## src/rtl/rbq_pkg.sv

```systemverilog
// Shared types and constants of the resonant band-pass biquad.
`default_nettype none
package rbq_pkg;

  // Default widths of samples and coefficients.
  localparam int SAMPLE_WIDTH_DEF = 24;
  localparam int COEF_WIDTH_DEF   = 24;

  // Configuration register index width and register map.
  localparam int CFG_INDEX_W = 2;

  typedef enum logic [CFG_INDEX_W-1:0] {
    REG_FORWARD_GAIN       = 2'd0,
    REG_RECURSIVE_GAIN_ONE = 2'd1,
    REG_RECURSIVE_GAIN_TWO = 2'd2,
    REG_RESONANCE_GAIN     = 2'd3
  } cfg_reg_t;

  // Sequencer states.
  typedef enum logic [2:0] {
    ST_IDLE,
    ST_FB_ADD,
    ST_B0_MUL,
    ST_B2_MUL,
    ST_A1_MUL,
    ST_A2_MUL,
    ST_ACC_LAST,
    ST_WRITE
  } state_t;

  // Operand pair presented to the shared multiplier.
  typedef enum logic [2:0] {
    MUL_Y1_RES,
    MUL_XS_B0,
    MUL_X2_B0,
    MUL_Y1_A1,
    MUL_Y2_A2
  } mul_sel_t;

  // Accumulator operation on the rounded product.
  typedef enum logic [1:0] {
    ACC_HOLD,
    ACC_LOAD,
    ACC_SUB
  } acc_op_t;

  // Command word from the controller to the datapath.
  typedef struct packed {
    mul_sel_t mul_sel;
    logic     load_in;
    logic     fb_update;
    acc_op_t  acc_op;
    logic     hist_update;
  } ctrl_cmd_t;

endpackage
`default_nettype wire

```

## src/rtl/rbq_if.sv

```systemverilog
// Channel interfaces: input samples, output samples and configuration writes.
`default_nettype none
interface rbq_in_if #(parameter int SAMPLE_WIDTH = rbq_pkg::SAMPLE_WIDTH_DEF);
  logic                           valid;
  logic                           ready;
  logic signed [SAMPLE_WIDTH-1:0] sample_in;

  modport source (output valid, output sample_in, input ready);
  modport sink (input valid, input sample_in, output ready);
endinterface

interface rbq_out_if #(parameter int SAMPLE_WIDTH = rbq_pkg::SAMPLE_WIDTH_DEF);
  logic                           valid;
  logic                           ready;
  logic signed [SAMPLE_WIDTH-1:0] sample_out;

  modport source (output valid, output sample_out, input ready);
  modport sink (input valid, input sample_out, output ready);
endinterface

interface rbq_cfg_if #(
  parameter int INDEX_W = rbq_pkg::CFG_INDEX_W,
  parameter int DATA_W  = rbq_pkg::COEF_WIDTH_DEF
);
  logic               valid;
  logic               ready;
  logic [INDEX_W-1:0] index;
  logic [DATA_W-1:0]  data;

  modport source (output valid, output index, output data, input ready);
  modport sink (input valid, input index, input data, output ready);
endinterface
`default_nettype wire

```

## src/rtl/rbq_ctrl.sv

```systemverilog
// Sequencer that steps the shared multiplier through one sample's products.
`default_nettype none
module rbq_ctrl (
  input  wire logic              clk,
  input  wire logic              rst_n,
  input  wire logic              in_valid,
  input  wire logic              out_ready,
  output logic                   in_ready,
  output logic                   out_valid,
  output rbq_pkg::ctrl_cmd_t     cmd
);
  import rbq_pkg::*;

  state_t state_r, state_nxt;
  logic   out_valid_r, out_valid_nxt;
  logic   write_ok;

  // The result register can take a new sample once the old one is gone.
  assign write_ok = !(out_valid_r && !out_ready);

  // State register and output valid flag.
  always_ff @(posedge clk) begin
    if (!rst_n) begin
      state_r     <= ST_IDLE;
      out_valid_r <= 1'b0;
    end else begin
      state_r     <= state_nxt;
      out_valid_r <= out_valid_nxt;
    end
  end

  // Next state.
  always_comb begin
    state_nxt = state_r;
    case (state_r)
      ST_IDLE:     if (in_valid) state_nxt = ST_FB_ADD;
      ST_FB_ADD:   state_nxt = ST_B0_MUL;
      ST_B0_MUL:   state_nxt = ST_B2_MUL;
      ST_B2_MUL:   state_nxt = ST_A1_MUL;
      ST_A1_MUL:   state_nxt = ST_A2_MUL;
      ST_A2_MUL:   state_nxt = ST_ACC_LAST;
      ST_ACC_LAST: state_nxt = ST_WRITE;
      ST_WRITE:    if (write_ok) state_nxt = ST_IDLE;
      default:     state_nxt = ST_IDLE;
    endcase
  end

  // Commands to the datapath.
  always_comb begin
    cmd             = '0;
    cmd.mul_sel     = MUL_Y1_RES;
    cmd.acc_op      = ACC_HOLD;
    in_ready        = 1'b0;
    case (state_r)
      ST_IDLE: begin
        // The feedback product is kept fresh while waiting for a sample.
        in_ready    = 1'b1;
        cmd.load_in = in_valid;
      end
      ST_FB_ADD: begin
        cmd.fb_update = 1'b1;
      end
      ST_B0_MUL: begin
        cmd.mul_sel = MUL_XS_B0;
      end
      ST_B2_MUL: begin
        cmd.mul_sel = MUL_X2_B0;
        cmd.acc_op  = ACC_LOAD;
      end
      ST_A1_MUL: begin
        cmd.mul_sel = MUL_Y1_A1;
        cmd.acc_op  = ACC_SUB;
      end
      ST_A2_MUL: begin
        cmd.mul_sel = MUL_Y2_A2;
        cmd.acc_op  = ACC_SUB;
      end
      ST_ACC_LAST: begin
        cmd.acc_op = ACC_SUB;
      end
      ST_WRITE: begin
        cmd.hist_update = write_ok;
      end
      default: begin
        cmd = '0;
      end
    endcase
  end

  // A written result raises valid; a taken one lowers it.
  always_comb begin
    if (cmd.hist_update) begin
      out_valid_nxt = 1'b1;
    end else if (out_ready) begin
      out_valid_nxt = 1'b0;
    end else begin
      out_valid_nxt = out_valid_r;
    end
  end

  assign out_valid = out_valid_r;

endmodule
`default_nettype wire

```

## src/rtl/rbq_datapath.sv

```systemverilog
// Datapath: coefficient registers, history, shared multiplier and accumulator.
`default_nettype none
module rbq_datapath #(
  parameter int SAMPLE_WIDTH = rbq_pkg::SAMPLE_WIDTH_DEF,
  parameter int COEF_WIDTH   = rbq_pkg::COEF_WIDTH_DEF
) (
  input  wire logic                             clk,
  input  wire logic                             rst_n,
  input  wire rbq_pkg::ctrl_cmd_t               cmd,
  input  wire logic signed [SAMPLE_WIDTH-1:0]   sample_in,
  input  wire logic                             cfg_we,
  input  wire logic [rbq_pkg::CFG_INDEX_W-1:0]  cfg_index,
  input  wire logic [COEF_WIDTH-1:0]            cfg_data,
  output logic signed [SAMPLE_WIDTH-1:0]        sample_out
);
  import rbq_pkg::*;

  localparam int SW = SAMPLE_WIDTH;
  localparam int CW = COEF_WIDTH;
  localparam int FS = CW - 2;        // fraction bits of the coefficients
  localparam int PW = SW + CW;       // full product width
  localparam int RW = SW + 3;        // rounded product width
  localparam int AW = SW + 6;        // accumulator width

  localparam logic signed [PW:0] RND_HALF = {{(PW + 1 - FS){1'b0}}, 1'b1, {(FS - 1){1'b0}}};
  localparam logic signed [RW-1:0] UNITY_R = {{(RW - SW + 3){1'b0}}, 1'b1, {(SW - 4){1'b0}}};
  localparam logic signed [RW-1:0] NUNITY_R = -UNITY_R;
  localparam logic signed [RW-1:0] SMAX_R = {{(RW - SW + 1){1'b0}}, {(SW - 1){1'b1}}};
  localparam logic signed [RW-1:0] SMIN_R = {{(RW - SW + 1){1'b1}}, {(SW - 1){1'b0}}};
  localparam logic signed [AW-1:0] SMAX_A = {{(AW - SW + 1){1'b0}}, {(SW - 1){1'b1}}};
  localparam logic signed [AW-1:0] SMIN_A = {{(AW - SW + 1){1'b1}}, {(SW - 1){1'b0}}};

  // Coefficient registers.
  logic signed [CW-1:0] b0_r, a1_r, a2_r;
  logic        [CW-2:0] res_r;

  // Filter history.
  logic signed [SW-1:0] x1_r, x2_r, y1_r, y2_r;

  // Working registers.
  logic signed [SW-1:0] x_in_r;
  logic signed [SW-1:0] xs_r;
  logic signed [PW-1:0] prod_r;
  logic signed [AW-1:0] acc_r;
  logic signed [SW-1:0] out_sample_r;

  logic signed [SW-1:0] mul_a;
  logic signed [CW-1:0] mul_b;
  logic signed [PW:0]   prod_rnd;
  logic signed [RW-1:0] rounded;
  logic signed [RW-1:0] fb_clip;
  logic signed [RW-1:0] fb_sum;
  logic signed [SW-1:0] fb_sat;
  logic signed [AW-1:0] rounded_ext;
  logic signed [SW-1:0] y_sat;

  // Configuration writes.
  always_ff @(posedge clk) begin
    if (!rst_n) begin
      b0_r  <= '0;
      a1_r  <= '0;
      a2_r  <= '0;
      res_r <= '0;
    end else if (cfg_we) begin
      case (cfg_reg_t'(cfg_index))
        REG_FORWARD_GAIN:       b0_r  <= cfg_data;
        REG_RECURSIVE_GAIN_ONE: a1_r  <= cfg_data;
        REG_RECURSIVE_GAIN_TWO: a2_r  <= cfg_data;
        REG_RESONANCE_GAIN:     res_r <= cfg_data[CW-2:0];
        default: ;
      endcase
    end
  end

  // Operand selection for the shared multiplier.
  always_comb begin
    case (cmd.mul_sel)
      MUL_Y1_RES: begin
        mul_a = y1_r;
        mul_b = {1'b0, res_r};
      end
      MUL_XS_B0: begin
        mul_a = xs_r;
        mul_b = b0_r;
      end
      MUL_X2_B0: begin
        mul_a = x2_r;
        mul_b = b0_r;
      end
      MUL_Y1_A1: begin
        mul_a = y1_r;
        mul_b = a1_r;
      end
      MUL_Y2_A2: begin
        mul_a = y2_r;
        mul_b = a2_r;
      end
      default: begin
        mul_a = '0;
        mul_b = '0;
      end
    endcase
  end

  // Registered product.
  always_ff @(posedge clk) begin
    prod_r <= mul_a * mul_b;
  end

  // Round half up to sample precision.
  assign prod_rnd = {prod_r[PW-1], prod_r} + RND_HALF;
  assign rounded  = prod_rnd[PW:FS];

  // Feedback is clipped to plus or minus one eighth of full scale, added, then saturated.
  always_comb begin
    if (rounded > UNITY_R) begin
      fb_clip = UNITY_R;
    end else if (rounded < NUNITY_R) begin
      fb_clip = NUNITY_R;
    end else begin
      fb_clip = rounded;
    end
    fb_sum = {{(RW - SW){x_in_r[SW-1]}}, x_in_r} + fb_clip;
    if (fb_sum > SMAX_R) begin
      fb_sat = SMAX_R[SW-1:0];
    end else if (fb_sum < SMIN_R) begin
      fb_sat = SMIN_R[SW-1:0];
    end else begin
      fb_sat = fb_sum[SW-1:0];
    end
  end

  // Output saturation of the accumulated sum.
  assign rounded_ext = {{(AW - RW){rounded[RW-1]}}, rounded};

  always_comb begin
    if (acc_r > SMAX_A) begin
      y_sat = SMAX_A[SW-1:0];
    end else if (acc_r < SMIN_A) begin
      y_sat = SMIN_A[SW-1:0];
    end else begin
      y_sat = acc_r[SW-1:0];
    end
  end

  // Sample capture, feedback sum and accumulator.
  always_ff @(posedge clk) begin
    if (cmd.load_in) begin
      x_in_r <= sample_in;
    end
    if (cmd.fb_update) begin
      xs_r <= fb_sat;
    end
    case (cmd.acc_op)
      ACC_LOAD: acc_r <= rounded_ext;
      ACC_SUB:  acc_r <= acc_r - rounded_ext;
      default:  acc_r <= acc_r;
    endcase
    if (cmd.hist_update) begin
      out_sample_r <= y_sat;
    end
  end

  // History shifts once per finished sample.
  always_ff @(posedge clk) begin
    if (!rst_n) begin
      x1_r <= '0;
      x2_r <= '0;
      y1_r <= '0;
      y2_r <= '0;
    end else if (cmd.hist_update) begin
      x2_r <= x1_r;
      x1_r <= xs_r;
      y2_r <= y1_r;
      y1_r <= y_sat;
    end
  end

  assign sample_out = out_sample_r;

endmodule
`default_nettype wire

```

## src/rtl/resonant_bandpass_biquad_core.sv

```systemverilog
// Top level: resonant band-pass biquad with one shared multiplier.
// The result is written after the feedback sum and the five products that
// pass one after another through the single shared multiplier; a new sample
// is taken only once the last result is written, and a full result register stalls that write.
// Reset (synchronous, active low) clears coefficients, history and control.
`default_nettype none
module resonant_bandpass_biquad_core #(
  parameter int SAMPLE_WIDTH = rbq_pkg::SAMPLE_WIDTH_DEF,
  parameter int COEF_WIDTH   = rbq_pkg::COEF_WIDTH_DEF
) (
  input  wire logic  clk,
  input  wire logic  rst_n,
  rbq_in_if.sink     in_stream,
  rbq_out_if.source  out_stream,
  rbq_cfg_if.sink    cfg_port
);
  import rbq_pkg::*;

  ctrl_cmd_t cmd;
  logic      in_ready;
  logic      out_valid;
  logic      cfg_we;

  // Configuration writes are always taken.
  assign cfg_port.ready = 1'b1;
  assign cfg_we         = cfg_port.valid;

  rbq_ctrl u_ctrl (
    .clk       (clk),
    .rst_n     (rst_n),
    .in_valid  (in_stream.valid),
    .out_ready (out_stream.ready),
    .in_ready  (in_ready),
    .out_valid (out_valid),
    .cmd       (cmd)
  );

  rbq_datapath #(
    .SAMPLE_WIDTH (SAMPLE_WIDTH),
    .COEF_WIDTH   (COEF_WIDTH)
  ) u_datapath (
    .clk        (clk),
    .rst_n      (rst_n),
    .cmd        (cmd),
    .sample_in  (in_stream.sample_in),
    .cfg_we     (cfg_we),
    .cfg_index  (cfg_port.index),
    .cfg_data   (cfg_port.data),
    .sample_out (out_stream.sample_out)
  );

  assign in_stream.ready  = in_ready;
  assign out_stream.valid = out_valid;

`ifndef ASSERT_OFF
  // A new result is never written over one still waiting to be taken.
  a_no_overwrite: assert property (@(posedge clk) disable iff (!rst_n)
    cmd.hist_update |-> !(out_valid && !out_stream.ready))
    else $error("result register overwritten while full");

  // After a transaction on the input the block is busy.
  a_busy_after_accept: assert property (@(posedge clk) disable iff (!rst_n)
    (in_stream.valid && in_ready) |=> !in_ready)
    else $error("input accepted twice in a row");

  // The accumulator starts from the forward product of the fed-back sample.
  a_load_order: assert property (@(posedge clk) disable iff (!rst_n)
    (cmd.acc_op == ACC_LOAD) |-> ($past(cmd.mul_sel) == MUL_XS_B0))
    else $error("accumulator loaded from the wrong product");

  // A written result is offered on the next cycle.
  a_valid_after_write: assert property (@(posedge clk) disable iff (!rst_n)
    cmd.hist_update |=> out_valid)
    else $error("result written but not offered");
`endif

endmodule
`default_nettype wire
```

## src/flat_wrapper.sv

```systemverilog
// flat-port wrapper written by rule: the top's interface ports become plain ports
module resonant_bandpass_biquad_core_flat import rbq_pkg::*;
#(
  parameter int SAMPLE_WIDTH = rbq_pkg::SAMPLE_WIDTH_DEF,
  parameter int COEF_WIDTH   = rbq_pkg::COEF_WIDTH_DEF
)
  (clk, rst_n, in_stream_valid, in_stream_sample_in, in_stream_ready, out_stream_valid, out_stream_sample_out, out_stream_ready, cfg_port_valid, cfg_port_index, cfg_port_data, cfg_port_ready);
  rbq_in_if #(.SAMPLE_WIDTH(SAMPLE_WIDTH)) in_stream_i ();
  rbq_out_if #(.SAMPLE_WIDTH(SAMPLE_WIDTH)) out_stream_i ();
  rbq_cfg_if cfg_port_i ();
  input  wire logic clk;
  input  wire logic rst_n;
  input wire logic [$bits(in_stream_i.valid)-1:0] in_stream_valid;
  input wire logic [$bits(in_stream_i.sample_in)-1:0] in_stream_sample_in;
  output wire logic [$bits(in_stream_i.ready)-1:0] in_stream_ready;
  output wire logic [$bits(out_stream_i.valid)-1:0] out_stream_valid;
  output wire logic [$bits(out_stream_i.sample_out)-1:0] out_stream_sample_out;
  input wire logic [$bits(out_stream_i.ready)-1:0] out_stream_ready;
  input wire logic [$bits(cfg_port_i.valid)-1:0] cfg_port_valid;
  input wire logic [$bits(cfg_port_i.index)-1:0] cfg_port_index;
  input wire logic [$bits(cfg_port_i.data)-1:0] cfg_port_data;
  output wire logic [$bits(cfg_port_i.ready)-1:0] cfg_port_ready;
  assign in_stream_i.valid = in_stream_valid;
  assign in_stream_i.sample_in = in_stream_sample_in;
  assign in_stream_ready = in_stream_i.ready;
  assign out_stream_valid = out_stream_i.valid;
  assign out_stream_sample_out = out_stream_i.sample_out;
  assign out_stream_i.ready = out_stream_ready;
  assign cfg_port_i.valid = cfg_port_valid;
  assign cfg_port_i.index = cfg_port_index;
  assign cfg_port_i.data = cfg_port_data;
  assign cfg_port_ready = cfg_port_i.ready;
  resonant_bandpass_biquad_core #(.SAMPLE_WIDTH(SAMPLE_WIDTH), .COEF_WIDTH(COEF_WIDTH)) u_core (.clk(clk), .rst_n(rst_n), .in_stream(in_stream_i), .out_stream(out_stream_i), .cfg_port(cfg_port_i));
endmodule
```

## config.mk

```make
export PLATFORM = sky130hd
export DESIGN_NAME = resonant_bandpass_biquad_core_flat
export DESIGN_NICKNAME = d
export VERILOG_FILES = /design/src/rtl/rbq_pkg.sv /design/src/rtl/rbq_if.sv /design/src/rtl/rbq_ctrl.sv /design/src/rtl/rbq_datapath.sv /design/src/rtl/resonant_bandpass_biquad_core.sv /design/src/flat_wrapper.sv
export SDC_FILE = /design/constraint.sdc
export NUM_CORES = 2
export LEC_CHECK = 0
export BUFFER_PORTS_ARGS = -buffer_cell sky130_fd_sc_hd__buf_4
export CORE_MARGIN = 3
export CORE_UTILIZATION = 50
export DETAILED_ROUTE_END_ITERATION = 8
export PLACE_DENSITY_LB_ADDON = 0.12
export SYNTH_ARGS = -nofsm -noshare
export SYNTH_HDL_FRONTEND = slang
export SYNTH_SLANG_ARGS = --single-unit
```

## constraint.sdc

```tcl
create_clock -name clk -period 9.73 [get_ports clk]
set_input_delay 0.973 -clock clk [delete_from_list [all_inputs] [get_ports clk]]
set_output_delay 0.973 -clock clk [all_outputs]
set_load 0.02 [all_outputs]
```

After elaboration in Yosys (flattened, before gate mapping)
Cells that the tools add are included.
- bits in registers: 345
- input bits: 55
- output and inout port bits: 27
- logic and storage cells: 78
- $add $sub $neg: 3
- $mul: 1
- order comparisons: 6
- equal/unequal tests: 18
- mux-type cells: 19
- reductions and logical operators: 16
- operator list (operator ; number):
    case mux 24 bit (4 select lines) ; 2
    two-way mux 24 bit ; 3
    case mux 30 bit (2 select lines) ; 1
    two-way mux 27 bit ; 2
    adder 48 x 23 -> 49 bit (second input constant) ; 1
    multiplier 24 x 24 -> 48 bit ; 1
    > comparator 30 x 24 -> 1 bit (second input constant) ; 1
    less-than comparator 30 x 24 -> 1 bit (second input constant) ; 1
    subtractor 30 x 27 -> 30 bit ; 1
    adder 27 bit ; 1
    > comparator 27 x 22 -> 1 bit (second input constant) ; 1
    > comparator 27 x 24 -> 1 bit (second input constant) ; 1
    less-than comparator 27 x 21 -> 1 bit (second input constant) ; 1
    less-than comparator 27 x 24 -> 1 bit (second input constant) ; 1
    case mux 3 bit (8 select lines) ; 1
    equality test 3 bit (second input constant) ; 5
    equality test 3 x 2 -> 1 bit (second input constant) ; 4
    case mux 3 bit (4 select lines) ; 1
    AND reduction 2 bit ; 5
    equality test 2 bit (second input constant) ; 3
    equality test 3 x 1 -> 1 bit (second input constant) ; 2
    logical NOT 3 bit ; 2
    two-way mux 1 bit ; 6
    two-way mux 3 bit ; 2
    9 further kinds ; 14

Longest topological paths before layout
- depth in word-level cells: 7
- depth in mapped cells: 36
- depth with buffers taken out: 30

Hierarchy
Synthesis repeated with hierarchy kept, for this count alone.
- cells, all modules: 4017
- area, all modules: 36630.1 µm²
- by module, submodules not included (module ; instances ; cells each ; area each (µm²) ; seq. area each (µm²)):
    rbq_datapath ; 1 ; 3971 ; 36266.0 ; 7427.1
    rbq_ctrl ; 1 ; 44 ; 352.8 ; 80.1
    resonant_bandpass_biquad_core ; 1 ; 2 ; 11.3 ; 0.0

Worst setup path before layout
No wires, ideal clock.
- path type: register to register
- from: register u_core.u_ctrl.state_r[1]
- to: register u_core.u_datapath.prod_r[46]
- library setup time: 0.123 ns
- arrival time: 8.393 ns
- data required time: 9.607 ns
- setup slack: 1.214 ns
- cell stages (with the launch flop): 33
- path buffers: 6
- period minus slack after synthesis: 8.516 ns
- cells stage by stage: dfxtp_1 -> buf_2 -> clkbuf_1 -> buf_1 -> clkbuf_1 -> nand2_1 -> o21ai_0 -> nand2_1 -> o21ai_1 -> clkbuf_1 -> nand2_1 -> fa_1 -> inv_1 -> fa_1 -> inv_1 -> fa_1 -> fa_1 -> fa_1 -> fa_1 -> fa_1 -> inv_1 -> ha_1 -> clkbuf_1 -> a21o_1 -> a21o_1 -> a21o_1 -> a21o_1 -> a21o_1 -> a21oi_1 -> nor2b_1 -> a311oi_1 -> o21bai_1 -> xor2_1
- longest elaborated chain between the ends: 6
- elaborated cells on any way between the ends: 15
- classes of those cells: mul: 1; eq/ne: 8; mux: 3; reduce/logical: 3
- ends and longest elaborated chain (element ; RTL line ; RTL):
    start, declared ; rbq_ctrl.sv:14 ; state_t state_r, state_nxt;
    start signal, assigned ; rbq_ctrl.sv:27 ; state_r <= state_nxt;
    equality test 3 bit / equality test 3 x 2 -> 1 bit (equally long branches) ; rbq_ctrl.sv:54 ; case (state_r)
    case mux 3 bit (4 select lines) (*) ; rbq_ctrl.sv:54 ;
    equality test 3 x 2 -> 1 bit (tied with other cells) ; rbq_datapath.sv:77 ; case (cmd.mul_sel)
    OR reduction 2 bit (no source line) ; -- ;
    case mux 24 bit (4 select lines) ; rbq_datapath.sv:77 ;
    multiplier 24 x 24 -> 48 bit (*) ; rbq_datapath.sv:107 ; prod_r <= mul_a * mul_b;
    end signal, assigned ; rbq_datapath.sv:107 ;
    end, declared ; rbq_datapath.sv:43 ; logic signed [PW-1:0] prod_r;
Mark *: on every way between the ends. The rest lies on a longest branch, timed or not.
A chain may end at the register's enable or synchronous reset.

Final worst setup path
- from: register u_core.u_ctrl.state_r[2]
- to: register u_core.u_datapath.prod_r[46]
The elaborated chain is that of the path after synthesis.

==> reports/results.tsv <==
metric	value	unit
fin crit period	9.04	ns
# fillers	6935	
Final Cycle Share	92.9	%
Post-synth ARST share	0	%
Reg2Reg Setup Slack	0.69	ns
startpoint types	flop	
synth top area cells	fa_1 (32%), dfxtp_1 (12%), nand2_1 (8.5%)	
Hold Crit Class	reg2reg	
drt wl/cell	20.3	um
CORE AREA	0.0736	mm2
post-route setup TNS	0	ns
Crit Path Category	reg2reg	
clock latency on the worst-skew pair	0.53	ns
leakage dissipation	18.2	nW
RSZ-0062 raised after global routing	false	
PortBufs	80	
DR pass1 iterations	6	
Mapped Avg Cell Area	8.96	um2
Worst Path Required	10.14	ns
Fin. Hold Viols	0	
vias in the first global route	28900	
# hold bufs at CTS	0	
Critical R2R Launch	u_core.u_ctrl.state_r[2]	
Total Power	5.45	mW
hold path start	u_core.u_datapath.x1_r[0]	
max FFs per register	30	
post-synthesis compound-gate area fraction	10.4	%
I/O Pins	82	
Synth Area in Adders	38.7	%
post-synthesis sequential area ratio	20.0	%
post-synth design cell area	0.0375	mm2
Yosys top cell by area	fa_1	
Max clock buf depth	3	
Hold WS	0.462	ns
TritonCTS Buffers	35	
Slew @ Worst Pin	1.12	ns
Syn Inst Count	4186	
Worst Clk Skew	0.0182	ns
post-CTS resize count	0	
layout net count	5037	
status	finished clean	
Starting Density	51.0	%
mux cell area share after synthesis	4.05	%
Area Overhead vs Synth	7.73	%
relative slew slack	25.0	%
R2R cell count	27	
vias	28100	
Row Count	99	
initial drt markers	2153	
most common cell in the netlist	nand2_1	
Synth Net Count	5037	
HPWL after detailed placement	82400	um
crit path DAT	9.45	ns
total track usage	27.6	%
Die Span Y	280	um
CTS tree	yes	
synth unique cells	76	
Die W	280	um
number of flops mapped to enable cells by yosys	102	
crit path buf inv count	8	
Largest delay share family, worst path	adder cells	
critical path capture point type	flop	
Clock transition at path regs	0.06	ns
initial antenna violation count	3	
xor and xnor area share after synthesis	2.55	%
worst hold path depth	2	
Clk Tree Root Cell	clkbuf_16	
Die ar.	0.0783	mm2
htree depth	2	
Top FF cell, synth	dfxtp_1	
Largest regs	u_core.u_datapath.acc_r: 30 flops, u_core.u_datapath.prod_r: 27 flops	
largest net degree at the start of global routing	101	
flops & latches, synth	324	
Hold EP	u_core.u_datapath.x1_r[0]	
Setup Buffers After CTS	0	
Placed Cells	5108	
largest reg by FF count	u_core.u_datapath.acc_r	
drc violations	0	
Slew Limit Fails	0	
Yosys Warn Count	0	
Vias/cell	5.43	
share of cells above drive strength 1	7.05	%
Max stage delay on crit path	0.93	ns
Worst VDD drop	0.253	mV
routed wire length	105000	um
GRT overflow	0	
Slowest cell on crit path	mux2i_2	
Synth top cells by count	nand2_1 (850), inv_1 (686), fa_1 (608)	
max_cap viols	0	
clock sinks	324	
most frequent CP cell	fa_1	
first-pass GRT wire length	167000	um
highest clock rate	111	MHz
proportion of netlist area held by the largest area contributor	32.5	%
final std cells w/o fill	5170	
critical path fanouts, max	39	
endpoints failing setup	0	
combinational family with the most area after synthesis	adder cells	
PD cells	135	mW/mm2
ANT nets after route	0	
gp weighted congestion	0.954	
simple-gate portion of the synthesized area	15.3	%
reg2reg end	u_core.u_datapath.prod_r[46]	
## report_power, final
group	internal (mW)	switching [mW]
Sequential	1.59	0.126
Clock	0.752	0.562
Combinational	0.912	1.51
## worst min-delay path, cell delays in order, from the launching register on
cell and delay, ns:
dfxtp_1 0.31, nand2_1 0.04, a21boi_0 0.06
## per-layer routing
layer / wire length, um / global-route usage [%]
met1: 44200 / 36.9
met2: 48600 / 44.5
met3: 8020 / 6.08
met4: 4090 / 9.43
met5: 23 / 0
## per-stage QoR
stage	utilization, %	area, um2	setup WS (ns)
finish	54.9	40400	0.693
global route	54.9	40400	0.194
CTS	54.9	40400	0.789
detailed placement	53.4	39300	0.851
global placement	53.4	39300	0.861
floorplan	-	37500	1.21
## cells in the final DEF (no fill, tap or decap), drive strengths merged, types with 14 or more instances in the layout
cell / count
xnor2: 77
nand2b: 20
a21oi: 91
nor2: 215
nor2b: 42
nand4: 25
xor2: 32
edfxtp: 102
fa: 608
o21ai: 130
buf: 164
o21bai: 14
nand2: 851
a21o: 64
clkbuf: 48
dfxtp: 222
nand3: 30
a21boi: 175
inv: 691
mux2: 15
nor3: 23
o21a: 45
and3: 20
mux2i: 135
ha: 188
and2: 56
## layout make-up
| type | count | area (um2) | share of cell area, % |
|---|---|---|---|
| clock inverters | 13 | 133 | 0.328 |
| clock buffers | 48 | 965 | 2.39 |
| inverters | 687 | 2580 | 6.39 |
| diodes | 1 | 2.50 | 0.00619 |
| multi-input cells | 2974 | 26800 | 66.3 |
| flip-flops and latches | 324 | 7520 | 18.6 |
| repair buffers | 164 | 1230 | 3.05 |
| well taps | 959 | 1200 | 2.97 |
## cells by family after synthesis
| group | after synthesis |
|---|---|
| compound gates | 585 |
| xor+xnor | 109 |
| fa+ha+maj | 796 |
| buf+inv | 888 |
| flops | 324 |
| mux | 150 |
| other cells | 1 |
| simple gates | 1333 |
## worst max-delay path by stage
stage | slack (ns) | depth (start not counted) | startpoint | endpoint
after floorplan | 1.21 | 32 | u_core.u_ctrl.state_r[1] | u_core.u_datapath.prod_r[46]
after global placement | 0.86 | 27 | u_core.u_ctrl.state_r[2] | u_core.u_datapath.prod_r[46]
after detailed placement | 0.85 | 27 | u_core.u_ctrl.state_r[2] | u_core.u_datapath.prod_r[46]
after CTS | 0.79 | 27 | u_core.u_ctrl.state_r[2] | u_core.u_datapath.prod_r[46]
after global routing | 0.19 | 27 | u_core.u_ctrl.state_r[2] | u_core.u_datapath.prod_r[36]
final | 0.69 | 27 | u_core.u_ctrl.state_r[2] | u_core.u_datapath.prod_r[46]
Power figures use the tool's default switching activity.
